[src/imrs_ram.sv]
// generic single-port ram with registered read data
// no dependencies
module imrs_ram #(
   parameter int WIDTH = 8,
   parameter int DEPTH = 256
) (
   input  logic                     clock,
   input  logic                     wr_en,
   input  logic [$clog2(DEPTH)-1:0] addr,
   input  logic [WIDTH-1:0]         wr_data,
   output logic [WIDTH-1:0]         rd_data
);

   logic [WIDTH-1:0] mem_ff [DEPTH];
   logic [WIDTH-1:0] rd_data_ff;

   always_ff @(posedge clock) begin
      if (wr_en) begin
         mem_ff[addr] <= wr_data;
      end
      rd_data_ff <= mem_ff[addr];
   end

   assign rd_data = rd_data_ff;

endmodule

[config.mk]
export PLATFORM = sky130hd
export DESIGN_NAME = imrs_ram
export DESIGN_NICKNAME = d
export VERILOG_FILES = /design/src/imrs_ram.sv
export SDC_FILE = /design/constraint.sdc
export NUM_CORES = 2
export LEC_CHECK = 0
export CORE_MARGIN = 3
export CORE_UTILIZATION = 30
export DETAILED_ROUTE_END_ITERATION = 10
export DONT_BUFFER_PORTS = 1
export SLEW_MARGIN = 20
export SYNTH_ARGS = -nofsm -noshare
export SYNTH_HDL_FRONTEND = slang
export SYNTH_SLANG_ARGS = --single-unit
[constraint.sdc]
create_clock -name clock -period 4.2 [get_ports clock]
set_clock_uncertainty 0.2 [all_clocks]
set_input_delay 1.26 -clock clock [delete_from_list [all_inputs] [get_ports clock]]
set_output_delay 1.26 -clock clock [all_outputs]
set_load 0.05 [all_outputs]
After elaboration in Yosys (flattened, before gate mapping) --
Memory sizes are Yosys's and may differ from the RTL's. A register that Yosys moved wholly into a read port is not among the register bits. Cells that the tools add are included.
Storage, ports and cells: bits in registers 0, input port bits 18, memories 1, word-level logic and storage cells 3, RAM bits 2048
Memory list:
- mem_ff | depth 256, width 8, rd ports 1, clocked after Yosys merged registers in 1, wr ports 1, RTL line 14 | logic [WIDTH-1:0] mem_ff [DEPTH];
Operators by class: multiplexer cells 2
Operators by type and width (number):
- two-way mux 1 bit | 2

Depth between registers and ports, before layout --
depth after elaboration 2, depth in mapped cells 10, gate-level depth less buffers 5

Worst setup path after synthesis --
No wires, ideal clock.
path type input to register, start point in addr[1], end point mem mem_ff[111][0] (enable), stages 9, arrival 3.109 ns, slack 0.521 ns, path through buf_2 > clkbuf_1 > clkbuf_1 > nand2_1 > buf_2 > nor2_1 > nand2_1 > clkbuf_1 > nor2_1
RTL lines:
- from (decl) | RTL line 9 | input logic [$clog2(DEPTH)-1:0] addr,
- to (decl) | RTL line 14
No word-level cell before the write port.

==> metrics.yaml <==
drt:
  vias: 38200
  drc_errors: 0
  drtAntennaViolNets: 0
  dr.pass1.iters: 6
  routedWlPerCell_um: 25.7
  wl_mm: 196
  vias_per_cell: 5.01
  drtIter0Drc: 4475
global_routing:
  antenna_found_initial: 8
  globalRouteTotalUtil_pct: 14.2
  grt-ovfl-total: 0
  grt_max_degree: 519
  first_global_vias: 38900
  grt_first_pass_wirelength_mm: 280
clocking:
  root_buffer: "clkbuf_16"
  clk_path_buf_depth: 3
  hold_buffers: 0
  cts_buffers: 201
  clock-sinks: 2056
  insertion_delay_ns: 0.82
  cts_tree: "built"
  clkTransAtPathRegs_ns: 0.06
  htree_levels: 4
synthesis:
  seq_area_frac_synth_pct: 78.6
  syn_nets: 3565
  syn_inst: 3547
  syn_area_per_cell_um2: 22.1
  netlist_area_mm2: 0.0785
  synth_cell_types: 22
  ys_seq_elements: 2056
  ys.warnings.count: 0
floorplanning:
  die_w_um: 518
  rows: 187
  dieArea_mm2: 0.268
  coreArea_mm2: 0.260
  io_pins: 26
  initial_utilization_pct: 30.2
  die-height_um: 518
placed_design:
  dp_worst_setup_slack_ns: -0.153
  detailed_place_hpwl_mm: 108
  port_buffers: 0
  gp_congestion: 0.767
setup_path:
  required_ns: 4.65
  path_class: "in2reg"
  start_kind: "input port"
  cp-end-kind: "flop"
  cp_max_fo: 100
  crit_arrival_ns: 4.58
timing:
  rsz0062_at_grt: "no"
  maxSlewViolCount: 31
  fin_ws_ns: 0.0702
  max_slew_margin_pct: -1.40
  max_freq_mhz: 242
  setup_viol: 0
  max_slew.worst_pin.slew_ns: 1.52
  finalCritPeriodShare_pct: 98.3
  holdWs_ns: 0.355
  hold_viol_final: 0
  fin_crit_ns: 4.13
status:
  status: "finished with violations"
  violations: "max-slew violations"
power:
  cellLeakagePower_uw: 0.0280
  p_total_uw: 41600
  ir_drop_v: 0.000343
  powerDensity_mw_per_mm2: 453
final_layout:
  drive_gt1_share_pct: 29.8
  syn2layout_area_growth_pct: 16.9
  fillers: 23800
  final_nets: 3953
  final_util_pct: 35.3
min_path:
  min_path_type: "in2reg"
flow_run:
  drv_cap: 0
cells by family (layout without fill, tap and decap cells):
logic type	after synthesis	in the layout	synth area share, %
compound gates	416	416	3.62
buf+inv	233	795	1.40
flops	2056	2056	78.6
mux	512	512	14.7
other cells	0	12	0
simple gates	330	330	1.73
Yosys cell counts:
| cell | instances | share of area, % |
|---|---|---|
| nand4_1 | 8 | 0.064 |
| buf_6 | 16 | 0.23 |
| inv_1 | 1 | 0.0048 |
| edfxtp_1 | 2048 | 78 |
| nand2b_1 | 6 | 0.048 |
| nor3_1 | 30 | 0.19 |
| clkbuf_1 | 145 | 0.69 |
| dfxtp_1 | 8 | 0.20 |
| nor2b_1 | 7 | 0.056 |
| mux4_2 | 512 | 15 |
| or2_2 | 2 | 0.016 |
| buf_1 | 19 | 0.091 |
| buf_2 | 36 | 0.23 |
| or3_1 | 1 | 0.0080 |
| nand2_1 | 28 | 0.13 |
| o41ai_1 | 32 | 0.36 |
| buf_4 | 16 | 0.15 |
| and2_1 | 3 | 0.024 |
| nand3_1 | 13 | 0.083 |
| a22oi_1 | 256 | 2.4 |
| a21oi_1 | 128 | 0.82 |
| nor2_1 | 232 | 1.1 |
routing by layer:
layer	vias to the layer above	track usage (%)	wire length [um]
li1	15900	-	-
met1	20500	19.5	80600
met2	1478	22.5	94800
met3	284	3.29	15800
met4	2	3.93	4440
met5	-	0	8
cell type report:
class / instances / area (um2) / area share, %
clock buffer: 260 / 5360 / 5.84
clock inverter: 117 / 1020 / 1.11
antenna: 12 / 30.0 / 0.0327
inverter: 1 / 3.75 / 0.00409
sequential: 2056 / 61700 / 67.2
multi-input combinational: 1258 / 15800 / 17.2
timing repair buffer: 417 / 3490 / 3.80
tap: 3496 / 4370 / 4.77
layout by cell type (no fill, tap or decap), types with 2 or more instances in the layout:
| cell type | count |
|---|---|
| nor2b_4 | 2 |
| clkinv_2 | 34 |
| bufinv_16 | 13 |
| inv_16 | 3 |
| nand2b_2 | 2 |
| clkinv_8 | 4 |
| a21oi_1 | 128 |
| clkinvlp_4 | 8 |
| buf_16 | 5 |
| a22oi_1 | 256 |
| dfxtp_1 | 8 |
| diode_2 | 12 |
| buf_4 | 393 |
| clkbuf_8 | 4 |
| o41ai_2 | 5 |
| o41ai_1 | 27 |
| nor3_1 | 30 |
| buf_12 | 15 |
| edfxtp_1 | 2048 |
| clkinv_4 | 2 |
| clkbuf_1 | 52 |
| inv_6 | 6 |
| nand4_1 | 8 |
| mux4_2 | 512 |
| or2_2 | 2 |
| and2_1 | 2 |
| nor2_1 | 231 |
| nand2b_1 | 4 |
| nand2_1 | 27 |
| nor2b_1 | 5 |
| nand3_1 | 12 |
| clkbuf_16 | 208 |
| clkinv_1 | 46 |
final timing paths:
path                  start       endpoint  slack [ns]  depth (start not counted)
max                 addr[0]     rd_data[1]        0.07                          7
min              wr_data[0]  mem_ff[73][0]        0.35                          0
max reg2reg  mem_ff[254][7]     rd_data[7]        1.33                          6
min reg2reg  mem_ff[179][0]     rd_data[0]        0.80                          5
registers in the layout (all words and copies together) (netlist names):
| register | flops |
|---|---|
| mem_ff | 2048 |
| rd_data | 8 |
timing repair:
| action | CTS | global route |
|---|---|---|
| setup endpoints to repair | 0 | 510 |
| resized for setup | 0 | 4 |
| buffers inserted | 0 | 0 |
critical path, cell delays in order:
cell and delay [ns]:
buf_16 0.34, buf_16 0.54, mux4_2 0.61, a22oi_1 0.40, a21oi_1 0.23, o41ai_1 0.68
nand4_1 0.16
power breakdown:
group | internal [uW] | total, uW | leakage [uW] | switching, uW
registers | 22600 | 22700 | 0.0185 | 87.7
clock network | 9820 | 17500 | 0.00310 | 7640
logic | 672 | 1430 | 0.00648 | 760
total | 33100 | 41600 | 0.0280 | 8480
per-stage QoR:
stage / area (um2) / cells / TNS [ns]
detailed placement: 85100 / 7219 / -0.383
finish: 91700 / 7617 / 0
floorplan: 78500 / 3547 / 0
global route: 91700 / 7613 / 0
CTS: 91400 / 7596 / 0
global placement: 85100 / 7219 / -1.55
(Power assumes the default switching activity.)
