===== config.mk =====
export PLATFORM = sky130hd
export DESIGN_NAME = imrs_divider
export DESIGN_NICKNAME = d
export VERILOG_FILES = /design/src/imrs_pkg.sv /design/src/imrs_divider.sv
export SDC_FILE = /design/constraint.sdc
export NUM_CORES = 1
export LEC_CHECK = 0
export BUFFER_PORTS_ARGS = -buffer_cell sky130_fd_sc_hd__buf_4
export CAP_MARGIN = 20
export CORE_ASPECT_RATIO = 1.25
export CORE_MARGIN = 2
export CORE_UTILIZATION = 34
export CTS_BUF_LIST = sky130_fd_sc_hd__clkbuf_16
export DETAILED_ROUTE_END_ITERATION = 10
export PLACE_DENSITY = 0.6
export SLEW_MARGIN = 10
export SYNTH_ARGS = -nofsm -noshare
export SYNTH_HDL_FRONTEND = slang
export SYNTH_SLANG_ARGS = --single-unit

===== constraint.sdc =====
create_clock -name clock -period 2.45 [get_ports clock]
set_input_delay 0.245 -clock clock [delete_from_list [all_inputs] [get_ports clock]]
set_output_delay 0.245 -clock clock [all_outputs]
set_load 0.05 [all_outputs]

===== src/imrs_pkg.sv =====
// shared constants, types and helpers for the image resampler core
// no dependencies; compiled first
package imrs_pkg;

   localparam int MAX_WIDTH    = 256;
   localparam int MAX_HEIGHT   = 256;
   localparam int PIXEL_BITS   = 8;
   localparam int SIZE_BITS    = 9;
   localparam int MODE_BITS    = 2;
   localparam int OPCODE_BITS  = 1;
   localparam int CSR_INDEX_BITS = 3;
   localparam int COORD_BITS   = 8;
   localparam int SRC_BITS     = $clog2((MAX_WIDTH > MAX_HEIGHT) ? MAX_WIDTH : MAX_HEIGHT);
   localparam int STORE_DEPTH  = MAX_WIDTH * MAX_HEIGHT;
   localparam int ADDR_BITS    = $clog2(STORE_DEPTH);
   localparam int FRAME_BITS   = ADDR_BITS + 1;
   localparam int NUM_BITS     = COORD_BITS + SRC_BITS;
   localparam int TAP_BITS     = 4;
   localparam int OFFSET_BITS  = 2;
   localparam int SUM_BITS     = PIXEL_BITS + TAP_BITS;
   localparam int MIN_SRC_SIZE = 2;
   localparam int MIN_OUT_SIZE = 1;

   typedef logic [SIZE_BITS-1:0]      size_type;
   typedef logic [MODE_BITS-1:0]      mode_type;
   typedef logic [CSR_INDEX_BITS-1:0] csr_index_type;
   typedef logic [OPCODE_BITS-1:0]    opcode_type;

   // operation codes
   localparam opcode_type OP_LOAD = 1'b0;
   localparam opcode_type OP_EMIT = 1'b1;

   // register indexes
   localparam csr_index_type REG_SRC_WIDTH  = 3'd0;
   localparam csr_index_type REG_SRC_HEIGHT = 3'd1;
   localparam csr_index_type REG_OUT_WIDTH  = 3'd2;
   localparam csr_index_type REG_OUT_HEIGHT = 3'd3;
   localparam csr_index_type REG_MODE       = 3'd4;

   // resample modes
   localparam mode_type MODE_NEAREST = 2'd0;
   localparam mode_type MODE_MEAN2   = 2'd1;
   localparam mode_type MODE_MEAN4   = 2'd2;

   typedef struct packed {
      logic                start;
      logic [NUM_BITS-1:0] dividend;
      logic [SRC_BITS-1:0] divisor;
   } div_req_type;

   typedef struct packed {
      logic                busy;
      logic                done;
      logic [NUM_BITS-1:0] quotient;
   } div_rsp_type;

   function automatic size_type clamp_size(input size_type v, input size_type lo,
                                           input size_type hi);
      size_type r;
      if (v < lo) begin
         r = lo;
      end else if (v > hi) begin
         r = hi;
      end else begin
         r = v;
      end
      return r;
   endfunction

endpackage


===== src/imrs_divider.sv =====
// shared restoring divider, one quotient bit per cycle
// depends on imrs_pkg
module imrs_divider (
   input  logic                  clock,
   input  logic                  reset,
   input  imrs_pkg::div_req_type div_req,
   output imrs_pkg::div_rsp_type div_rsp
);
   import imrs_pkg::*;

   localparam int STEP_BITS = $clog2(NUM_BITS);
   localparam logic [STEP_BITS-1:0] LAST_STEP = STEP_BITS'(NUM_BITS - 1);

   logic                 busy_ff, busy_in;
   logic                 done_ff, done_in;
   logic [STEP_BITS-1:0] step_ff, step_in;
   logic [NUM_BITS-1:0]  quo_ff, quo_in;
   logic [SRC_BITS-1:0]  rem_ff, rem_in;
   logic [SRC_BITS-1:0]  divisor_ff, divisor_in;
   logic [SRC_BITS:0]    trial;
   logic [SRC_BITS:0]    diff;

   always_comb begin
      trial      = {rem_ff, quo_ff[NUM_BITS-1]};
      diff       = trial - {1'b0, divisor_ff};
      busy_in    = busy_ff;
      done_in    = 1'b0;
      step_in    = step_ff;
      quo_in     = quo_ff;
      rem_in     = rem_ff;
      divisor_in = divisor_ff;
      if (div_req.start) begin
         busy_in    = 1'b1;
         step_in    = '0;
         quo_in     = div_req.dividend;
         rem_in     = '0;
         divisor_in = div_req.divisor;
      end else if (busy_ff) begin
         // remainder stays below the divisor, so trial fits after subtracting
         if (trial >= {1'b0, divisor_ff}) begin
            rem_in = diff[SRC_BITS-1:0];
            quo_in = {quo_ff[NUM_BITS-2:0], 1'b1};
         end else begin
            rem_in = trial[SRC_BITS-1:0];
            quo_in = {quo_ff[NUM_BITS-2:0], 1'b0};
         end
         step_in = step_ff + 1'b1;
         if (step_ff == LAST_STEP) begin
            busy_in = 1'b0;
            done_in = 1'b1;
         end
      end
   end

   always_ff @(posedge clock) begin
      if (reset) begin
         busy_ff <= 1'b0;
         done_ff <= 1'b0;
         step_ff <= '0;
      end else begin
         busy_ff <= busy_in;
         done_ff <= done_in;
         step_ff <= step_in;
      end
      quo_ff     <= quo_in;
      rem_ff     <= rem_in;
      divisor_ff <= divisor_in;
   end

   assign div_rsp.busy     = busy_ff;
   assign div_rsp.done     = done_ff;
   assign div_rsp.quotient = quo_ff;

endmodule


== After elaboration in Yosys (flattened, before gate mapping) ==
Cells that the tools add are included.

* Bits of input ports: 27
* Word-level logic and storage cells: 22
* Register bits after elaboration: 38

* Reductions and logical operators: 3
* Multiplexer cells: 8
* Bitwise operators: 1
* Eq/ne operators: 1
* Add/sub/neg operators: 2
* $lt $le $gt $ge: 1

{| class="wikitable"
|+ Operator list
! operator !! number
|-
| $mux W16 || 2
|-
| $ge A9 B8 Y1 || 1
|-
| $mux W8 || 1
|-
| $sub A8 B8 Y8 || 1
|-
| $mux W1 || 5
|-
| $add A4 B1 Y4 const B || 1
|-
| $eq A4 B4 Y1 const B || 1
|-
| $reduce_or A3 Y1 || 1
|-
| $reduce_bool A2 Y1 || 1
|-
| $reduce_or A2 Y1 || 1
|-
| $not A1 Y1 || 1
|}

== Longest topological paths before layout ==
Gate-level depths: netlist (run 1).

* Depth after elaboration: 4
* Mapped depth: 9
* Gate-level depth less buffers: 8

== Least setup slack after synthesis (run 1) ==
No wires, ideal clock.

* Path kind: reg-to-reg
* From: reg quo_ff[15]
* To: reg rem_ff[6]
* Path slack: 0.179 ns
* Required time: 2.371 ns
* Stages on the path, launching flop included: 9
* Data arrival time: 2.192 ns
* Path through: edfxtp_1 -> inv_1 -> ha_1 -> fa_1 -> nand2b_1 -> a2111o_1 -> o211ai_1 -> o211ai_1 -> o211ai_1

* Longest elaborated chain between the ends: 2

{| class="wikitable"
|+ RTL lines
! element !! line !! text
|-
| start, declared || imrs_divider.sv:17 || <nowiki>logic [NUM_BITS-1:0] quo_ff, quo_in;</nowiki>
|-
| start signal, assigned || imrs_divider.sv:65 || <nowiki>quo_ff <= quo_in;</nowiki>
|-
| $sub A8 B8 Y8 or $ge A9 B8 Y1 (tied branches) || imrs_divider.sv:25, imrs_divider.sv:40 ||
|-
| $mux W8 (*) || imrs_divider.sv:40 || <nowiki>if (trial >= {1'b0, divisor_ff}) begin</nowiki>
|-
| end signal, assigned || imrs_divider.sv:66 || <nowiki>rem_ff <= rem_in;</nowiki>
|-
| end, declared || imrs_divider.sv:18 || <nowiki>logic [SRC_BITS-1:0] rem_ff, rem_in;</nowiki>
|}

Every way passes the cells marked *; elsewhere a longest branch is shown, timed or not.
A chain may end at the register's enable or synchronous reset.

== Worst setup path in the final report (run 1) ==
* From: reg divisor_ff[3]
* To: reg quo_ff[0], data pin

* Longest elaborated chain between the ends: 4

{| class="wikitable"
|+ RTL lines
! element !! line !! text
|-
| start, declared || imrs_divider.sv:19 || <nowiki>logic [SRC_BITS-1:0] divisor_ff, divisor_in;</nowiki>
|-
| start signal, assigned || imrs_divider.sv:67 || <nowiki>divisor_ff <= divisor_in;</nowiki>
|-
| $ge A9 B8 Y1 || imrs_divider.sv:40 ||
|-
| $mux W1 || imrs_divider.sv:40 ||
|-
| $mux W16 || imrs_divider.sv:38 || <nowiki>end else if (busy_ff) begin</nowiki>
|-
| $mux W16 || imrs_divider.sv:32 || <nowiki>if (div_req.start) begin</nowiki>
|-
| net quo_in[0] || imrs_divider.sv:17 ||
|}

The timed path passes the listed nets, and every way through them passes these cells. The select of a mux whose other input is x is not followed.

==> impl_results.md, run 1 <==
* IO Port Bufs at 44
* Final Hold Fails at 0
* Status: finished clean
* Antenna Nets Post-Route at 0
* Commonest cells after routing, fill and taps aside: buf_4, edfxtp_1, nor2_1
* Iteration-0 DRC Markers at 39
* Sequential group share of total power at 0.428
* Die W at 73.0 µm
* P_int at 1.28 mW
* Register area share after synthesis at 0.494
* Detailed-placement wirelength estimate at 3130 µm
* Post-synth ARST share at 0
* Antenna violations before repair at 0
* Clock tree buffer depth at 2
* Largest net degree at the start of global routing at 33
* Max-Cap Viols at 0
* Mapped cell area at 0.00202 mm²
* Setup Viol. Count Final at 0
* Max FO, Critical Path at 9
* Count of pins on the block boundary at 45
* Max-slew violation count at 0
* Overflow after GRT at 0
* Post-synth EDFFs at 24
* Vias in the first global route at 1505
* Crit path kind: register to register
* Commonest non-fill, non-tap cell in the layout: buf_4
* Hold Path Class: input pin to register
* Leakage at 1.08 nW
* Post-DP Area at 0.00241 mm²
* Worst-path clk slew at 50 ps
* Critical path arrival at 2240 ps
* Worst EP required at 2480 ps
* Area grow syn2layout at 26.0%
* Final nets at 264
* Area leader, netlist: edfxtp_1
* Ant diodes at 0
* Clock Latency Late Sink at 280 ps
* WL final at 4110 µm
* CTS hold repair buffers at 0
* Placed insts at 286
* Finished Layout Cells at 294
* Syn_nets at 218
* RSZ-0062 raised after global routing: false
* Number of synthesized register bits at 38
* Final period utilization at 0.901
* Cell area after layout at 0.00255 mm²
* CTS Buf Count at 5
* Cells after synthesis at 181
* Worst Skew at 4.03 ps
* Total power at 1.81 mW
* Final TNS setup at 0 ps
* Setup crit end kind: register
* Max IR drop VDD at 0.000449 V
* Max H-tree Level at 2
* Starting density of the core at 0.350
* Ys Warns at 0
* Wire length per cell at 14.0 µm
* Die Y at 90.3 µm
* Max-slew headroom at 0.704
* Fraction of layout cells with a size suffix above 1 at 0.338
* PD cells at 710 mW/mm²
* CTS tree: done
* # clock sinks at 38
* Switch share at 0.292
* Startpoint Class: register
* Net Sw Power at 0.530 mW
* GRT Total Usage at 0.136
* Root buf cell: clkbuf_16
* Max Clk Rate at 0.453 GHz
* Die ar. at 0.00659 mm²
* Yosys cell types at 42
* Routed via count at 1503
* Synth top area cells: edfxtp_1, dfxtp_1, mux2_2
* Post-route DRC at 0
* Routability cong. at 0.786
* Combinational share of power at 0.242
* First-pass GRT wire length at 6940 µm
* Clock power frac at 0.330
* Top FF cell, synth: edfxtp_1
* Fin crit period at 2210 ps
* Syn Area/Cell at 11.2 µm²
* Cts repair resizes at 0
* Layout Utilization at 0.441
* Row count at 31
* Slew at the pin closest to its max-slew limit at 442 ps
* Drt first pass iters at 4
* Post-CTS setup buffers at 0
* Core ar. at 0.00578 mm²
* Avg Vias per Cell at 5.11
* Post-synth top area share at 0.356
[sequential cells by signal, indices dropped and copies added (netlist names)]
register,cells
rem_ff,8
busy_ff,1
quo_ff,16
step_ff,4
done_ff,1
divisor_ff,8
[power groups by stage]
stage	combinational (mW)	sequential, mW	clock (mW)
floorplan	0.219	0.880	0
global placement	0.440	0.788	0
detailed placement	0.442	0.789	0
CTS	0.443	0.777	0.617
global route	0.473	0.783	0.643
finish	0.439	0.776	0.598
[Yosys cell counts, types with 2 or more instances]
| cell type | count |
|---|---|
| xnor2_1 | 3 |
| o21ai_0 | 5 |
| a21oi_1 | 5 |
| buf_4 | 2 |
| a211oi_1 | 3 |
| dfxtp_1 | 14 |
| o211ai_1 | 6 |
| nand3_1 | 4 |
| nor2_1 | 21 |
| o311ai_2 | 2 |
| edfxtp_1 | 24 |
| buf_1 | 3 |
| nand2_1 | 13 |
| inv_1 | 13 |
| ha_1 | 9 |
| a21o_1 | 3 |
| nand2b_1 | 3 |
| o31ai_1 | 2 |
| nor2b_1 | 3 |
| xor2_1 | 3 |
| o311a_1 | 3 |
| mux2_2 | 16 |
| nand4_1 | 2 |
[metrics by stage]
stage / setup slack, ps / hold WS [ps]
2_1_floorplan: 179 / 317
3_3_place_gp: 279 / 417
3_5_place_dp: 237 / 415
4_1_cts: 224 / 120
5_1_grt: 143 / 133
6_report: 242 / 127
[kinds of logic after synthesis]
| group | count (synthesis) | share of synthesized area |
|---|---|---|
| XOR/XNOR | 6 | 0.0260 |
| buffers and inverters | 21 | 0.0470 |
| AND/OR/NAND/NOR | 54 | 0.127 |
| flip-flops | 38 | 0.494 |
| multiplexers | 17 | 0.0939 |
| adder cells (fa/ha/maj) | 10 | 0.0655 |
| AO/OA/AOI/OAI | 35 | 0.146 |
[area by class of cell]
type	instances	area (µm²)
repair buffers	47	353
flip-flops and latches	38	1000
inverters	13	48.8
clock buffers	5	125
clock inverters	3	12.5
multi-input cells	122	928
well taps	66	82.6
fillers	555	3230
[worst paths after layout]
path                                                to                     from  slack [ps]  cells after the start
worst min register to register  rem_ff[6]$_SDFFE_PP0P_   rem_ff[5]$_SDFFE_PP0P_         510                      2
worst min-delay path                busy_ff$_SDFF_PP0_                    reset         130                      2
worst max register to register     quo_ff[0]$_DFFE_PP_  divisor_ff[3]$_DFFE_PP_         240                      7
worst max-delay path               quo_ff[0]$_DFFE_PP_  divisor_ff[3]$_DFFE_PP_         240                      7
[worst max-delay path: stages (launching register included)]
cell      delay, ps
edfxtp_1        320
inv_1            40
ha_1            330
a21o_1          210
a21oi_4         200
a31oi_4         160
or2_1           380
mux2_2          310
[metal layers]
metal | track usage | vias to the layer above | part of all wire
met5 | 0 | - | 0
met4 | 0.0710 | 0 | 0.028
met3 | 0.0402 | 11 | 0.055
met2 | 0.223 | 37 | 0.52
met1 | 0.155 | 709 | 0.40
li1 | - | 746 | -
Note: power is estimated with default switching activity, not from simulation.
==> run 2: changes to the inputs <==
Settings changed: CORE_MARGIN 2 to default, PLACE_DENSITY 0.6 to 0.62.
Clock period 2.45 ns to 1.9 ns, I/O delays scaled along.
==> run 2 against run 1 <==
  * The run now ends with negative setup slack left
  * Die area shrank 4.9%
  * Flip-flop and latch count did not move
  * Via count up 4.3%
  * Setup slack got worse by 250 ps
  * Clock power grew 28%
  * Global-route usage up 1.5 points
  * Cell area increased by 9.8%
  * Hold slack worse by 51 ps
  * Sequential power rose by 29%
  * Combinational power rose by 60%
  * Sequential share of layout area down 3.5 points
  * Non-clock buffer count increased by 20
  * Critical endpoint is now rem_ff[6]$_SDFFE_PP0P_
  * Largest cell class is now multi-input gates
==> impl_results.md, run 2 (synthesis gave the netlist of run 1 again) <==
* R2R cell count at 7 (unchanged)
* Max-slew headroom at 0.709 (+0.00511)
* Startpoint Class: register
* Ant diodes at 0 (unchanged)
* IO Port Bufs at 44 (unchanged)
* Slew at the pin closest to its max-slew limit at 434 ps (-7.64 ps)
* Die Y at 88.3 µm (-2.2%)
* Root buf cell: clkbuf_16
* Leakage at 1.18 nW (+9.5%)
* Core ar. at 0.00578 mm² (unchanged)
* Iteration-0 DRC Markers at 53 (+36%)
* Final nets at 284 (+7.6%)
* Starting density of the core at 0.350 (unchanged)
* Die W at 71.0 µm (-2.7%)
* Routability cong. at 0.767 (-2.5%)
* # clock sinks at 38 (unchanged)
* Row count at 31 (unchanged)
* Fin crit period at 1910 ps (-301 ps)
* GRT Max-Usage Layer: met2
* Setup Viol. Count Final at 2 (+2)
* CTS Buf Count at 5 (unchanged)
* Overflow after GRT at 0 (unchanged)
* Crit path kind: register to register
* Critical path arrival at 2110 ps (-130 ps)
* Worst-path clk slew at 60 ps (about the same)
* CTS tree: done
* Avg Vias per Cell at 4.99 (-2.3%)
* R2r endpoint: rem_ff[6]$_SDFFE_PP0P_
* Final WS setup at -7.79 ps (-249 ps)
* Fraction of layout cells with a size suffix above 1 at 0.456 (+0.118)
* Vias in the first global route at 1540 (+2.3%)
* Drt first pass iters at 4 (unchanged)
* Max reg flops at 16 (unchanged)
* Commonest cells after routing, fill and taps aside: buf_4, edfxtp_1, nor2_1
* Largest net degree at the start of global routing at 33 (unchanged)
* Final Hold Fails at 0 (unchanged)
* Final hold slack at 75.7 ps (-51.2 ps)
* Largest regs: quo_ff x16, divisor_ff x8, rem_ff x8
* WL final at 4480 µm (+9.1%)
* Layout Utilization at 0.485 (+0.0433)
* Area grow syn2layout at 38.4%
* Antenna Nets Post-Route at 0 (unchanged)
* Clock tree buffer depth at 2 (unchanged)
* Top reg by flops: quo_ff
* PD cells at 881 mW/mm² (+24%)
* Status: complete, but fails checks
* Die ar. at 0.00627 mm² (-4.9%)
* Commonest non-fill, non-tap cell in the layout: buf_4
* Worst EP required at 2100 ps (-380 ps)
* RR Startpoint: divisor_ff[0]$_DFFE_PP_
* Final period utilization at 1.00 (+0.103)
* Detailed-placement wirelength estimate at 3270 µm (+4.4%)
* Worst Skew at 5.70 ps (+1.68 ps)
* Hold Path Class: input pin to register
* Fill cells at 550 (-0.90%)
* Max-Cap Viols at 0 (unchanged)
* Max FO, Critical Path at 3 (-6)
* Hold EP: busy_ff$_SDFF_PP0_
* Clock Latency Late Sink at 280 ps (about the same)
* Post-route DRC at 0 (unchanged)
* GRT Total Usage at 0.150 (+0.0145)
* Max IR drop VDD at 0.000735 V (+64%)
* Routed via count at 1568 (+4.3%)
* GR Layer Usage met3 at 0.0364 (-0.00373)
* Antenna violations before repair at 0 (unchanged)
* Reg2reg setup slack at -8 ps (-250 ps)
* Hold Path Depth at 2 (unchanged)
* RSZ-0062 raised after global routing: true
* Hold path start: reset
* Max Clk Rate at 0.524 GHz (+16%)
* GR Layer Usage met2 at 0.271 (+0.0480)
* Violated checks: negative setup slack
* Max-slew violation count at 0 (unchanged)
* First-pass GRT wire length at 7110 µm (+2.4%)
* GR Layer Usage met1 at 0.163 (+0.00847)
* Max H-tree Level at 2 (unchanged)
* Setup crit end kind: register
* Count of pins on the block boundary at 45 (unchanged)
* Wire length per cell at 14.3 µm (+2.1%)
-- run 2: repair_timing --
item | 4_1_cts | 5_1_grt
buffers inserted | 1 | 3
endpoints found under the setup margin | 7 | 5
hold buffers | 0 | 0
pin swaps | 4 | 4
resized for setup | 5 | 9
cloned | 0 | 0
-- run 2: final cells by class --
cell class                      instances  area (µm²)  area share
Timing Repair Buffer                   67         507       0.181
Clock inverter                          3        12.5     0.00447
Tap cell                               66        82.6      0.0295
Multi-Input combinational cell        122        1020       0.366
Sequential cell                        38        1000       0.357
Inverter                               13        48.8      0.0174
Clock buffer                            5         125      0.0447
-- run 2: worst max-delay path by stage --
| stage | start | to |
|---|---|---|
| floorplan | quo_ff[15]$_DFFE_PP_ | quo_ff[0]$_DFFE_PP_ |
| global placement | divisor_ff[3]$_DFFE_PP_ | quo_ff[0]$_DFFE_PP_ |
| detailed placement | divisor_ff[3]$_DFFE_PP_ | quo_ff[0]$_DFFE_PP_ |
| CTS | divisor_ff[1]$_DFFE_PP_ | quo_ff[0]$_DFFE_PP_ |
| global route | quo_ff[15]$_DFFE_PP_ | rem_ff[6]$_SDFFE_PP0P_ |
| finish | divisor_ff[0]$_DFFE_PP_ | rem_ff[6]$_SDFFE_PP0P_ |
-- run 2: through the flow --
stage | std cells | TNS [ps] | power, mW | cell area, µm² | setup slack (ps)
after floorplan | 181 | -962 | 1.43 | 2050 | -237
after global placement | 302 | -135 | 1.66 | 2560 | -75.0
after detailed placement | 302 | -273 | 1.66 | 2560 | -106
after CTS | 311 | -28.2 | 2.46 | 2740 | -17.6
after global routing | 314 | -230 | 2.59 | 2800 | -103
final | 314 | -8.22 | 2.47 | 2800 | -7.79
-- run 2: per-layer routing --
metal,routed length (µm),vias to the layer above
met5,0,-
met4,99,0
met3,213,9
met2,2340,49
met1,1830,731
li1,-,779
-- run 2: report_power, final --
group / switching [mW] / internal [mW] / total (mW)
clock network: 0.293 / 0.473 / 0.766
registers: 0.0416 / 0.958 / 1.00
logic: 0.386 / 0.315 / 0.702
-- run 2: critical path, cell delays in order (launching register included) --
cell      delay, ps
edfxtp_1        410
ha_4            200
fa_2            340
nand2b_4        170
a2111o_1        360
o211ai_1        120
o211ai_1        130
o211ai_1        100
